--- src/design/dept_ram.sv ---
module dept_ram #(
    parameter int WIDTH = 8,
    parameter int DEPTH = 16
) (
    input  logic                     aclk,
    input  logic                     we,
    input  logic [$clog2(DEPTH)-1:0] waddr,
    input  logic [WIDTH-1:0]         wdata,
    input  logic [$clog2(DEPTH)-1:0] raddr,
    output logic [WIDTH-1:0]         rdata
);

    logic [WIDTH-1:0] mem [DEPTH];

    always_ff @(posedge aclk) begin
        if (we) begin
            mem[waddr] <= wdata;
        end
        rdata <= mem[raddr];
    end

endmodule

--- config.mk ---
export PLATFORM = sky130hd
export DESIGN_NAME = dept_ram
export DESIGN_NICKNAME = d
export VERILOG_FILES = /design/src/design/dept_ram.sv
export SDC_FILE = /design/constraint.sdc
export NUM_CORES = 1
export LEC_CHECK = 0
export BUFFER_PORTS_ARGS = -buffer_cell sky130_fd_sc_hd__buf_4
export CORE_MARGIN = 2
export CORE_UTILIZATION = 54
export DETAILED_ROUTE_END_ITERATION = 6
export GPL_ROUTABILITY_DRIVEN = 1
export GPL_TIMING_DRIVEN = 0
export PLACE_DENSITY_LB_ADDON = 0.05
export SYNTH_ARGS = -nofsm -noshare
export SYNTH_HDL_FRONTEND = slang
export SYNTH_SLANG_ARGS = --single-unit
--- constraint.sdc ---
create_clock -name aclk -period 2.05 [get_ports aclk]
set_clock_uncertainty 0.15 [all_clocks]
set_input_delay 0.3075 -clock aclk [delete_from_list [all_inputs] [get_ports aclk]]
set_output_delay 0.3075 -clock aclk [all_outputs]
set_load 0.02 [all_outputs]
==> results.cfg <==
[clock_tree]
postCtsResizedCells = 0
insertion_delay_ns = 0.51
cts_tree = built
cts-root-buf = clkbuf_8
clock_sinks = 136
cts_buffers = 17
htree_levels = 4
clkSlewWorstSetupHoldPaths_ns = 0.06
cts_buffer_depth = 2

[timing]
worst_hold_slack_ns = 0.05118
period_minus_slack_ns = 1.723
finalSetupViolations = 0
rsz0062_at_grt = no
max_slew.worst_pin.slew_ns = 1.286
setup_slack_ns = 0.3271
clock.fmax_mhz = 580.4
fin_crit_sh = 0.8405
slew_violations = 0
hold_viol = 0
relSlewSlack = 0.1363

[grt]
gr-usage-met2 = 0.3239
antenna_found_initial = 0
grt_use_total = 0.2091
busiest_layer = met2
grt_max_degree = 17
grt_util_met1 = 0.2899
grt_pass1_vias = 2441
grt_use_met3 = 0.06418
grt_pass1_wl_mm = 14.52
grt_overflow = 0

[worst_setup_path]
r2r-start = mem[1][2]
reg2reg_depth = 3
r2r_end = rdata[2]
cp_data_arrival_time_ns = 1.69
timing.reg2reg.setup_slack_ns = 0.41
cp_max_fo = 8
required_ns = 2.01
crit_type = in2reg
startpoint_type = primary input
worstSetupEndpointType = register

[yosys]
synth.cell_area_mm2 = 0.005147
synth_cells = 229
ys_seq_elements = 136
syn-num-nets = 247
ys_seq_area_frac = 0.7778
yosysWarnings = 0
netlist-cell-type-count = 19
syn_area_per_cell_um2 = 22.48

[final_layout]
n_fill_cell = 602
nNetsFinal = 299
diodes = 0
layout-drive-gt1-share = 0.2857
final_area_mm2 = 0.006153
fin_util = 0.6659
final_cell_count_no_fill = 423
multiInputGateArea_mm2 = 0.001057
seqCellArea_mm2 = 0.004004
areaGrowthSynthToFinish_pct = 19.54

[min_path]
hold_path.class = in2reg
hold_end = mem[0][4]
hp-start = waddr[0]
holdPathStages = 2

[placement]
hpwl_mm = 6.046
place_ws_ns = -0.4216
io_buffers = 24
gp_congestion = 0.8370
dp.cells = 382
dpl_cell_area_mm2 = 0.005489

[route]
vias = 2421
drc = 0
drt_iter0_markers = 157
via_per_inst = 5.723
postRouteAntennaNets = 0
wire_per_inst_um = 22.84
drt_first_pass_iters = 4
wl_mm = 9.660

[power]
power_density_mw_per_mm2 = 1037
ir_worst_vdd_uv = 713.2
leakage_nw = 2.074

[floorplan]
dieHeight_um = 101.6
initial_core_util = 0.5571
rows = 35
core_area_mm2 = 0.009240
io-pin-count = 26
die_w_um = 101.6
die_area_mm2 = 0.01033

[job]
maxCapViolCount = 0

[outcome]
outcome = finished clean
-- layout make-up --
cell class                 instances  share of cell area
buffer                            10             0.01403
clock buffer                      19             0.06852
clock inverter                    13             0.02521
multi-input combinational         83              0.1718
sequential                       136              0.6507
tap                              129             0.02623
timing repair buffer              33             0.04351
-- worst max path at each step --
stage	startpoint	slack, ns	end
detailed placement	waddr[2]	-0.42	mem[0][1]
finish	waddr[2]	0.33	mem[8][5]
CTS	waddr[2]	0.08	mem[0][5]
global placement	waddr[2]	-0.50	mem[0][1]
floorplan	waddr[2]	0.1	mem[0][0]
global route	waddr[2]	0.22	mem[8][1]
-- metal layers --
layer	up-vias	share of wire
met1	1263	0.44
li1	1082	-
met4	0	0.013
met2	66	0.50
met3	10	0.051
met5	-	0
-- through the flow --
step	TNS, ns	total power, mW
after global placement	-8.324	3.513
after global routing	0	6.593
after floorplan	0	3.361
after CTS	0	6.427
after detailed placement	-8.289	3.520
final	0	6.381
-- flip-flops by register name, summed over array words and instances, names as in the netlist --
signal  flops
rdata       8
mem       128
-- cell usage in the layout, fill, tap and decap left out, types with 4 or more instances in the layout --
cell,netlist,routed
edfxtp_1,128,128
nor3_1,4,4
a22oi_1,16,16
mux4_1,14,14
dfxtp_1,8,8
mux4_2,18,18
buf_4,1,25
dlygate4sd3_1,0,8
nor2_1,13,13
nand2_1,9,9
clkinv_2,0,5
clkbuf_16,0,16
-- cell usage after synthesis (all sizes together) --
master,n,area [µm²]
or3b,1,8.760
and2b,1,7.510
edfxtp,128,3844
clkdlybuf4s25,3,30.03
nor3,4,20.02
nand3,1,5.000
nor2,13,48.80
nand2b,2,12.51
a22oi,16,120.1
mux4,32,773.2
nand3b,2,15.01
buf,7,56.30
nor2b,1,6.260
nand2,9,33.78
and2,1,6.260
dfxtp,8,160.2
-- critical path, cell delays in order --
cell and delay (ns):
buf_4 0.13, nand3b_1 0.23, nor3_1 1.01
-- power by group --
group | leakage, nW | internal, mW | switching (mW)
clock network | 0.277 | 1.84 | 1.07
registers | 1.22 | 3.11 | 0.0159
logic | 0.573 | 0.153 | 0.192
total | 2.07 | 5.10 | 1.28
-- repair_timing --
action / in CTS / in global routing
hold buffers: 8 / 0
hold endpoints to repair: 118 / 0
buffers inserted: 0 / 0
-- cells by family (layout without fill, tap and decap cells) --
kind of cell,after synthesis,count (layout),synth area share
AND/OR/NAND/NOR,35,35,0.03184
AO/OA/AOI/OAI,16,16,0.02334
multiplexers,32,32,0.1502
buffers and inverters,10,75,0.01677
flip-flops,136,136,0.7778
No activity file was read; power rests on OpenSTA's default activity.
